### src/hw/rtl/rsa_pkg.sv
// shared types and constants for the running statistics accumulator
package rsa_pkg;

	localparam int FIELD_W       = 24;
	localparam int COUNT_FIELD_W = 16;
	localparam int M_DATA_W      = COUNT_FIELD_W + 4 * FIELD_W;
	localparam int M_USER_W      = 2;
	localparam int APB_ADDR_W    = 3;
	localparam int APB_DATA_W    = 32;

	localparam logic [APB_ADDR_W-1:0] ADDR_HIST_EN = 3'd0;

	localparam logic KIND_SAMPLE = 1'b0;
	localparam logic KIND_CLEAR  = 1'b1;

	typedef enum logic [3:0] {
		ST_IDLE,
		ST_SQUARE,
		ST_ACCUM,
		ST_PREP,
		ST_MUL_SQ,
		ST_MUL_S,
		ST_DIV_CHK,
		ST_DIV_VAR,
		ST_SQRT_LD,
		ST_SQRT,
		ST_DEV_LD,
		ST_DIV_MEAN,
		ST_MEAN_LD,
		ST_CLEAR,
		ST_DONE
	} state_e;

	typedef struct packed {
		logic load_in;
		logic square;
		logic accum;
		logic clear;
		logic mul_sq_start;
		logic mul_s_start;
		logic mul_step;
		logic div_var_start;
		logic div_mean_start;
		logic div_step;
		logic sqrt_start;
		logic sqrt_step;
		logic dev_load;
		logic dev_zero;
		logic mean_load;
		logic load_out;
	} cmd_t;

	typedef struct packed {
		logic full;
		logic cnt_lt2;
		logic var_neg;
		logic iter_last;
	} sts_t;

endpackage

### src/hw/rtl/rsa_ctrl.sv
// sequencer for the statistics datapath and the result handshake
module rsa_ctrl (
	input  logic          clk,
	input  logic          arst_n,
	input  logic          s_tvalid,
	output logic          s_tready,
	input  logic          s_kind,
	output logic          m_tvalid,
	input  logic          m_tready,
	input  rsa_pkg::sts_t sts,
	output rsa_pkg::cmd_t cmd
);
	import rsa_pkg::*;

	state_e state_q, state_d;
	logic   m_tvalid_q;
	logic   accept;
	logic   out_free;

	assign s_tready = (state_q == ST_IDLE);
	assign accept   = s_tvalid && s_tready;
	assign out_free = !m_tvalid_q || m_tready;
	assign m_tvalid = m_tvalid_q;

	always_ff @(posedge clk or negedge arst_n) begin
		if (!arst_n) begin
			state_q    <= ST_IDLE;
			m_tvalid_q <= 1'b0;
		end else begin
			state_q <= state_d;
			if (cmd.load_out) begin
				m_tvalid_q <= 1'b1;
			end else if (m_tready) begin
				m_tvalid_q <= 1'b0;
			end
		end
	end

	always_comb begin
		state_d = state_q;
		unique case (state_q)
			ST_IDLE: begin
				if (accept) begin
					if (s_kind == KIND_CLEAR) begin
						state_d = ST_CLEAR;
					end else if (sts.full) begin
						state_d = ST_DONE;
					end else begin
						state_d = ST_SQUARE;
					end
				end
			end
			ST_SQUARE:   state_d = ST_ACCUM;
			ST_ACCUM:    state_d = ST_PREP;
			ST_PREP:     state_d = sts.cnt_lt2 ? ST_DIV_MEAN : ST_MUL_SQ;
			ST_MUL_SQ:   if (sts.iter_last) state_d = ST_MUL_S;
			ST_MUL_S:    if (sts.iter_last) state_d = ST_DIV_CHK;
			ST_DIV_CHK:  state_d = sts.var_neg ? ST_DIV_MEAN : ST_DIV_VAR;
			ST_DIV_VAR:  if (sts.iter_last) state_d = ST_SQRT_LD;
			ST_SQRT_LD:  state_d = ST_SQRT;
			ST_SQRT:     if (sts.iter_last) state_d = ST_DEV_LD;
			ST_DEV_LD:   state_d = ST_DIV_MEAN;
			ST_DIV_MEAN: if (sts.iter_last) state_d = ST_MEAN_LD;
			ST_MEAN_LD:  state_d = ST_DONE;
			ST_CLEAR:    state_d = ST_DONE;
			ST_DONE:     if (out_free) state_d = ST_IDLE;
			default:     state_d = ST_IDLE;
		endcase
	end

	always_comb begin
		cmd = '0;
		unique case (state_q)
			ST_IDLE:   cmd.load_in = accept;
			ST_SQUARE: cmd.square = 1'b1;
			ST_ACCUM:  cmd.accum = 1'b1;
			ST_PREP: begin
				// a single sample has no spread
				if (sts.cnt_lt2) begin
					cmd.dev_zero       = 1'b1;
					cmd.div_mean_start = 1'b1;
				end else begin
					cmd.mul_sq_start = 1'b1;
				end
			end
			ST_MUL_SQ: begin
				cmd.mul_step    = 1'b1;
				cmd.mul_s_start = sts.iter_last;
			end
			ST_MUL_S: cmd.mul_step = 1'b1;
			ST_DIV_CHK: begin
				if (sts.var_neg) begin
					cmd.dev_zero       = 1'b1;
					cmd.div_mean_start = 1'b1;
				end else begin
					cmd.div_var_start = 1'b1;
				end
			end
			ST_DIV_VAR: cmd.div_step = 1'b1;
			ST_SQRT_LD: cmd.sqrt_start = 1'b1;
			ST_SQRT:    cmd.sqrt_step = 1'b1;
			ST_DEV_LD: begin
				cmd.dev_load       = 1'b1;
				cmd.div_mean_start = 1'b1;
			end
			ST_DIV_MEAN: cmd.div_step = 1'b1;
			ST_MEAN_LD:  cmd.mean_load = 1'b1;
			ST_CLEAR:    cmd.clear = 1'b1;
			ST_DONE:     cmd.load_out = out_free;
			default:     cmd = '0;
		endcase
	end

endmodule

### src/hw/rtl/rsa_dpath.sv
// statistics registers, shift-add multiplier, restoring divider and square root
module rsa_dpath #(
	parameter int SAMPLE_BITS = 24,
	parameter int COUNT_BITS  = 16
) (
	input  logic                           clk,
	input  logic                           arst_n,
	input  rsa_pkg::cmd_t                  cmd,
	output rsa_pkg::sts_t                  sts,
	input  logic                           hist_en,
	input  logic                           in_kind,
	input  logic [rsa_pkg::FIELD_W-1:0]    in_sample,
	output logic [rsa_pkg::M_DATA_W-1:0]   out_data,
	output logic [rsa_pkg::M_USER_W-1:0]   out_user
);
	import rsa_pkg::*;

	localparam int SUM_W = SAMPLE_BITS + COUNT_BITS;
	localparam int SQ_W  = 2 * SAMPLE_BITS - 1;
	localparam int SQS_W = COUNT_BITS + 2 * SAMPLE_BITS - 2;
	localparam int ACC_W = 2 * SUM_W;
	localparam int DVD_W = 2 * SUM_W - 2;
	localparam int DV_W  = 2 * COUNT_BITS;
	localparam int Q_W   = 2 * SAMPLE_BITS;
	localparam int IT_W  = $clog2(DVD_W + 1);

	// statistics
	logic [COUNT_BITS-1:0]         count_q;
	logic signed [SUM_W-1:0]       sum_q;
	logic [SQS_W-1:0]              sumsq_q;
	logic signed [SAMPLE_BITS-1:0] min_q, max_q, mean_q;
	logic [SAMPLE_BITS-1:0]        dev_q;

	// item and sequencing
	logic signed [SAMPLE_BITS-1:0] smp_q;
	logic [SQ_W-1:0]               sq_q;
	logic                          sat_q;
	logic [IT_W-1:0]               it_q;

	// multiplier, divider, square root
	logic [ACC_W-1:0]  acc_q, mcand_q;
	logic [SUM_W-1:0]  mplier_q;
	logic              sub_q;
	logic [DVD_W-1:0]  dvd_q;
	logic [DV_W-1:0]   rem_q, dsr_q;
	logic [Q_W-1:0]    quo_q;
	logic [Q_W-1:0]    x_q, res_q, bit_q;

	logic [M_DATA_W-1:0] out_data_q;
	logic [M_USER_W-1:0] out_user_q;

	logic signed [2*SAMPLE_BITS-1:0] prod;
	logic [SUM_W-1:0]                sum_mag;
	logic [DV_W-1:0]                 npair;
	logic [DV_W:0]                   r2;
	logic                            ge;
	logic [Q_W:0]                    trial;
	logic                            fits;
	logic [SAMPLE_BITS-1:0]          qlo;
	logic                            ev;
	logic [FIELD_W-1:0]              min_f, max_f;

	assign prod    = smp_q * smp_q;
	assign sum_mag = sum_q[SUM_W-1] ? SUM_W'(-sum_q) : SUM_W'(sum_q);
	assign npair   = DV_W'(count_q) * DV_W'(count_q - 1'b1);
	assign r2      = {rem_q, dvd_q[DVD_W-1]};
	assign ge      = (r2 >= {1'b0, dsr_q});
	assign trial   = {1'b0, res_q} + {1'b0, bit_q};
	assign fits    = ({1'b0, x_q} >= trial);
	assign qlo     = quo_q[SAMPLE_BITS-1:0];

	assign ev    = hist_en && (count_q != '0);
	assign min_f = ev ? FIELD_W'(min_q) : '1;
	assign max_f = ev ? FIELD_W'(max_q) : '1;

	assign sts.full      = &count_q;
	assign sts.cnt_lt2   = (count_q < COUNT_BITS'(2));
	assign sts.var_neg   = acc_q[ACC_W-1];
	assign sts.iter_last = (it_q == IT_W'(1));

	assign out_data = out_data_q;
	assign out_user = out_user_q;

	always_ff @(posedge clk or negedge arst_n) begin
		if (!arst_n) begin
			count_q <= '0;
			sum_q   <= '0;
			sumsq_q <= '0;
			min_q   <= '0;
			max_q   <= '0;
			dev_q   <= '0;
			mean_q  <= '0;
			it_q    <= '0;
		end else begin
			if (cmd.clear) begin
				count_q <= '0;
				sum_q   <= '0;
				sumsq_q <= '0;
				min_q   <= '0;
				max_q   <= '0;
				dev_q   <= '0;
				mean_q  <= '0;
			end
			if (cmd.accum) begin
				if (count_q == '0) begin
					min_q <= smp_q;
					max_q <= smp_q;
				end else begin
					if (smp_q < min_q) min_q <= smp_q;
					if (smp_q > max_q) max_q <= smp_q;
				end
				sum_q   <= sum_q + SUM_W'(smp_q);
				sumsq_q <= sumsq_q + SQS_W'(sq_q);
				count_q <= count_q + 1'b1;
			end
			if (cmd.dev_zero) begin
				dev_q <= '0;
			end else if (cmd.dev_load) begin
				dev_q <= res_q[SAMPLE_BITS-1:0];
			end
			if (cmd.mean_load) begin
				mean_q <= sum_q[SUM_W-1] ? $signed(-qlo) : $signed(qlo);
			end

			if (cmd.mul_sq_start) begin
				it_q <= IT_W'(COUNT_BITS);
			end else if (cmd.mul_s_start || cmd.div_mean_start) begin
				it_q <= IT_W'(SUM_W);
			end else if (cmd.div_var_start) begin
				it_q <= IT_W'(DVD_W);
			end else if (cmd.sqrt_start) begin
				it_q <= IT_W'(SAMPLE_BITS);
			end else if (cmd.mul_step || cmd.div_step || cmd.sqrt_step) begin
				it_q <= it_q - 1'b1;
			end
		end
	end

	always_ff @(posedge clk) begin
		if (cmd.load_in) begin
			smp_q <= $signed(in_sample[SAMPLE_BITS-1:0]);
			sat_q <= (in_kind == KIND_SAMPLE) && (&count_q);
		end
		if (cmd.square) begin
			sq_q <= prod[SQ_W-1:0];
		end

		// n * sum of squares, then minus sum squared, in modular arithmetic
		if (cmd.mul_sq_start) begin
			acc_q    <= '0;
			mcand_q  <= ACC_W'(sumsq_q);
			mplier_q <= SUM_W'(count_q);
			sub_q    <= 1'b0;
		end else if (cmd.mul_s_start) begin
			mcand_q  <= ACC_W'(sum_mag);
			mplier_q <= sum_mag;
			sub_q    <= 1'b1;
			if (mplier_q[0]) acc_q <= acc_q + mcand_q;
		end else if (cmd.mul_step) begin
			if (mplier_q[0]) acc_q <= sub_q ? acc_q - mcand_q : acc_q + mcand_q;
			mcand_q  <= mcand_q << 1;
			mplier_q <= mplier_q >> 1;
		end

		if (cmd.div_var_start) begin
			dvd_q <= acc_q[DVD_W-1:0];
			dsr_q <= npair;
			rem_q <= '0;
			quo_q <= '0;
		end else if (cmd.div_mean_start) begin
			dvd_q <= DVD_W'(sum_mag) << (DVD_W - SUM_W);
			dsr_q <= DV_W'(count_q);
			rem_q <= '0;
			quo_q <= '0;
		end else if (cmd.div_step) begin
			rem_q <= ge ? DV_W'(r2 - {1'b0, dsr_q}) : r2[DV_W-1:0];
			quo_q <= {quo_q[Q_W-2:0], ge};
			dvd_q <= dvd_q << 1;
		end

		if (cmd.sqrt_start) begin
			x_q   <= quo_q;
			res_q <= '0;
			bit_q <= Q_W'(1) << (Q_W - 2);
		end else if (cmd.sqrt_step) begin
			if (fits) begin
				x_q   <= x_q - trial[Q_W-1:0];
				res_q <= (res_q >> 1) + bit_q;
			end else begin
				res_q <= res_q >> 1;
			end
			bit_q <= bit_q >> 2;
		end

		if (cmd.load_out) begin
			out_data_q <= {max_f, min_f, FIELD_W'(dev_q), FIELD_W'(mean_q),
				COUNT_FIELD_W'(count_q)};
			out_user_q <= {sat_q, ev};
		end
	end

endmodule

### src/hw/rtl/running_statistics_accumulator_unit.sv
// running count, mean, sample deviation and extremes over a sample stream
// a sample's mean and deviation are worked out by a bit-serial multiply, divide and square root
// a clear and a dropped sample skip the arithmetic; a first sample skips the multiply and square root
// one item in flight; a new item is taken only once the previous result has been passed to the output
// reset: all statistics zero, history enable set, no result pending
module running_statistics_accumulator_unit #(
	parameter int SAMPLE_BITS = 24,
	parameter int COUNT_BITS  = 16
) (
	input  logic                             clk,
	input  logic                             arst_n,
	input  logic                             s_tvalid,
	output logic                             s_tready,
	input  logic [rsa_pkg::FIELD_W-1:0]      s_tdata,  // sample
	input  logic [0:0]                       s_tuser,  // kind
	output logic                             m_tvalid,
	input  logic                             m_tready,
	// sample_count, mean_value, std_deviation, minimum_value, maximum_value
	output logic [rsa_pkg::M_DATA_W-1:0]     m_tdata,
	output logic [rsa_pkg::M_USER_W-1:0]     m_tuser,  // extremes_valid, saturated
	input  logic                             psel,
	input  logic                             penable,
	input  logic                             pwrite,
	input  logic [rsa_pkg::APB_ADDR_W-1:0]   paddr,
	input  logic [rsa_pkg::APB_DATA_W-1:0]   pwdata,
	output logic [rsa_pkg::APB_DATA_W-1:0]   prdata,
	output logic                             pready
);
	import rsa_pkg::*;

	cmd_t cmd;
	sts_t sts;
	logic hist_en_q;

	assign pready = 1'b1;
	assign prdata = (paddr == ADDR_HIST_EN) ? APB_DATA_W'(hist_en_q) : '0;

	always_ff @(posedge clk or negedge arst_n) begin
		if (!arst_n) begin
			hist_en_q <= 1'b1;
		end else if (psel && penable && pwrite && pready && paddr == ADDR_HIST_EN) begin
			hist_en_q <= pwdata[0];
		end
	end

	rsa_ctrl u_ctrl (
		.clk      (clk),
		.arst_n   (arst_n),
		.s_tvalid (s_tvalid),
		.s_tready (s_tready),
		.s_kind   (s_tuser[0]),
		.m_tvalid (m_tvalid),
		.m_tready (m_tready),
		.sts      (sts),
		.cmd      (cmd)
	);

	rsa_dpath #(
		.SAMPLE_BITS (SAMPLE_BITS),
		.COUNT_BITS  (COUNT_BITS)
	) u_dpath (
		.clk       (clk),
		.arst_n    (arst_n),
		.cmd       (cmd),
		.sts       (sts),
		.hist_en   (hist_en_q),
		.in_kind   (s_tuser[0]),
		.in_sample (s_tdata),
		.out_data  (m_tdata),
		.out_user  (m_tuser)
	);

endmodule
### config.mk
export PLATFORM = sky130hd
export DESIGN_NAME = running_statistics_accumulator_unit
export DESIGN_NICKNAME = d
export VERILOG_FILES = /design/src/hw/rtl/rsa_pkg.sv /design/src/hw/rtl/rsa_ctrl.sv /design/src/hw/rtl/rsa_dpath.sv /design/src/hw/rtl/running_statistics_accumulator_unit.sv
export SDC_FILE = /design/constraint.sdc
export NUM_CORES = 2
export LEC_CHECK = 0
export BUFFER_PORTS_ARGS = -buffer_cell sky130_fd_sc_hd__buf_2
export CORE_UTILIZATION = 47
export DETAILED_ROUTE_END_ITERATION = 7
export HOLD_SLACK_MARGIN = 0.08
export PLACE_DENSITY = 0.68
export REMOVE_ABC_BUFFERS = 1
export SYNTH_ARGS = -nofsm -noshare
export SYNTH_HDL_FRONTEND = slang
export SYNTH_SLANG_ARGS = --single-unit
### constraint.sdc
create_clock -name clk -period 23.8 [get_ports clk]
set_input_delay 1.19 -clock clk [delete_from_list [all_inputs] [get_ports clk]]
set_output_delay 1.19 -clock clk [all_outputs]
set_load 0.02 [all_outputs]
==> results by group <==
Die
  • Die area: about 190,000 um2
  • Row count: between 150 and 200
  • Vert. Die Dim: 433 um
  • Core region area: about 180,000 um2
  • Initial Utilization: a little under half
  • I/O Pins: ~220
  • Die width: 433 um

Routing
  • Initial drt markers: between 5,000 and 6,000
  • Vias: 70,128
  • Total wire length: 253,000 um
  • Final antenna-violating net count: 0
  • Drt wl/cell: slightly above 20 um
  • Drt drc: 0
  • Post-DR vias/cell: about 5.7
  • Iteration count of the initial detailed-routing pass: 6

Global route
  • Global-route track usage on met2: 45.4%
  • Initial antenna violation count: 4
  • GR Layer Usage met1: a little over a third
  • GR peak layer: met2
  • Met3 usage: 3.01%
  • Global route overflow: 0
  • Tot GR Track Use: 26.9%
  • Largest net degree at the start of global routing: 89
  • Vias in the first global route: between 70,000 and 80,000
  • First-pass GRT wire length: 399,000 um

Synth
  • Yosys warning count: 0
  • Mapped Cells: 9,817
  • Top_reg_cell synth: edfxtp_1
  • Seq/Total Area, Yosys: a little over a quarter
  • Syn Area/Cell: around 8.9 um2
  • #FFs+latches synth: around 920
  • Yosys cell types: 80
  • Mapped cell area: 87,500 um2
  • Synth area leaders: fa_1 (19%), edfxtp_1 (14%), ha_1 (9.3%)
  • Yosys top cell by area: fa_1
  • Async S/R FF share, synth: approximately a quarter
  • Post-synth EDFFs: 421
  • Share of the synthesized area in the top cell type: between 10% and 20%

STA
  • Tightest Pin Transition: roughly 1.2 ns
  • Tmin final: 9.59 ns
  • PnR worst setup slack: roughly 14 ns
  • Setup TNS: 0 ns
  • Fmax: approximately 100 MHz
  • Clock Skews: around 0.045 ns
  • Max transition margin: approximately 21%
  • Final max-slew violation count: 0
  • Final period util: 40.3%
  • Final setup viols: 0
  • Final Hold Violating Endpoints: 0
  • RSZ-0062 raised after global routing: no

Finish
  • Multi-input gate area: 57,000 um2
  • Commonest non-fill, non-tap cell in the layout: inv_1
  • Nets: between 10,000 and 15,000
  • Area grow syn2layout: 7.80%
  • Commonest non-fill, non-tap cells in the layout: inv_1 (1,310), nand2_1 (1,032), fa_1 (822), a21oi_1 (662), ha_1 (647)
  • Design Area, Final: between 90,000 and 100,000 um2
  • FF/Latch Area: 23,800 um2
  • Fill cell count: 17,012
  • Share of cells above drive strength 1: between 5 and 6%

Job
  • Total of max-cap violations: 0

Placement
  • Post-DP HPWL: approximately 190,000 um
  • Global placement routability congestion: around 0.95
  • Placed Area: 90,500 um2
  • Dpl ws: 14.22 ns
  • PortBufs: about 150

CTS
  • CTS Buf Count: around 110
  • CTS Hold Bufs: 0
  • Clock root buffer: clkbuf_16
  • CTS HTree Levels: 3
  • Clock Latency Late Sink: 0.79 ns
  • CTS tree: yes
  • Total clock sinks: between 900 and 1,000
  • Resized cells post-CTS: 0
  • Clock Path Buffers: 3
  • Setup bufs post-CTS: 0
  • Clk slew on worst S/H paths: ~0.060 ns

Critical path
  • Max incr delay on CP: approximately 0.69 ns
  • CP startpoint kind: flop
  • Worst EP required: 24.38 ns
  • Setup CP Type: flop to flop
  • Critical Path AT: 10.17 ns
  • CP max FO: 15
  • Slowest CP cell: nor3b_1
  • Most used cell, CP: fa_1
  • Setup crit end kind: flop

Outcome
  • Status: completed

Min path
  • Hold Path Class: primary input to asynchronous set/reset pin
==> metrics by stage <==
stage               std cells  hold slack (ns)  utilization, %
floorplan                9357            0.400               -
global placement        12079            0.413            49.2
detailed placement      12079            0.411            49.2
CTS                     12285            0.349            51.3
global route            12286            0.386            51.3
finish                  12286            0.369            51.3
==> metal layers <==
layer	vias to the layer above	routed length, um
met5	-	0
met1	34636	108000
met3	507	13000
li1	32888	-
met4	0	11100
met2	2097	121000
==> path summary, 6_finish.rpt <==
kind,cells past startpoint,start,end,slack [ns]
min reg2reg,0,u_dpath.sat_q$_DFFE_PP_,u_dpath.out_user[1]$_DFFE_PP_,0.42
max,30,u_dpath.count_q[3]$_DFFE_PN0P_,u_dpath.dsr_q[29]$_SDFFCE_PN0P_,14.21
max reg2reg,30,u_dpath.count_q[3]$_DFFE_PN0P_,u_dpath.dsr_q[29]$_SDFFCE_PN0P_,14.21
min,1,arst_n,u_dpath.dev_q[7]$_DFFE_PN0P_,0.37
min in group clk,0,u_dpath.sat_q$_DFFE_PP_,u_dpath.out_user[1]$_DFFE_PP_,0.42
max in group asynchronous,3,arst_n,u_dpath.min_q[1]$_DFF_PN0_,21.34
==> Yosys cell counts, types with 17 or more instances <==
master    instances
inv_1          1310
nand2_1        1039
fa_1            822
a21oi_1         664
ha_1            647
nor2_1          628
o21ai_0         487
clkbuf_1        430
edfxtp_1        421
dfxtp_1         275
nand3_1         255
xnor2_1         254
dfrtp_1         226
a21o_1          192
xor2_1          187
nand2b_1        185
nor2b_1         170
nor3_1          151
o31ai_1         123
and2_1           99
a211oi_1         95
o21bai_1         90
a31oi_1          78
nand4_1          76
o21a_1           70
o211ai_1         61
or3_1            53
a22o_1           51
nor4_1           50
a221o_1          49
and3_1           49
buf_1            41
mux2i_1          39
a22oi_1          36
buf_4            32
or2_2            28
or4_1            24
a211o_1          23
a31o_2           21
a32oi_1          21
o41ai_1          19
nor3b_1          17
==> sequential cells by signal, indices dropped and copies added (netlist names), 4 cells and up <==
signal            flops
u_ctrl.state_q        4
u_dpath.dev_q        24
u_dpath.it_q          7
u_dpath.sq_q         46
u_dpath.max_q        24
u_dpath.sum_q        40
u_dpath.x_q          48
u_dpath.min_q        24
u_dpath.dsr_q        32
u_dpath.mean_q       24
u_dpath.count_q      16
u_dpath.mplier_q     40
u_dpath.res_q        48
u_dpath.mcand_q      80
u_dpath.rem_q        32
u_dpath.acc_q        80
u_dpath.quo_q        48
u_dpath.sumsq_q      62
u_dpath.dvd_q        78
u_dpath.out_data    112
u_dpath.smp_q        24
u_dpath.bit_q        24
==> cell type report <==
class                           count  share of cell area [%]
Clock inverter                     68                   0.930
Inverter                         1317                    5.24
Timing Repair Buffer              258                    1.66
Antenna cell                        1                 0.00265
Clock buffer                      138                    3.12
Sequential cell                   923                    25.3
Tap cell                         2464                    3.27
Multi-Input combinational cell   7117                    60.5
==> critical path, delay by kind of cell (launching register included) <==
kind / cells / cell delay [ns]
adders and majority gates: 8 / 4.07
buffers and inverters: 4 / 0.20
DFF: 1 / 0.37
AOI/OAI and AO/OA: 10 / 2.07
and+or+nand+nor: 8 / 2.73
==> cells by family after synthesis <==
group                      after synthesis  synth area share, %
DFF                                    923                 27.2
AOI/OAI and AO/OA                     2245                 16.4
adders and majority gates             1469                 28.1
other                                    2              0.00859
buffers and inverters                 1831                 8.01
muxes                                   52                0.614
and+or+nand+nor                       2854                 15.2
xor gates and xnor gates               441                 4.42
Power is not shown: default switching activity piles up to over one toggle a cycle in this logic, so the estimate is an artifact.
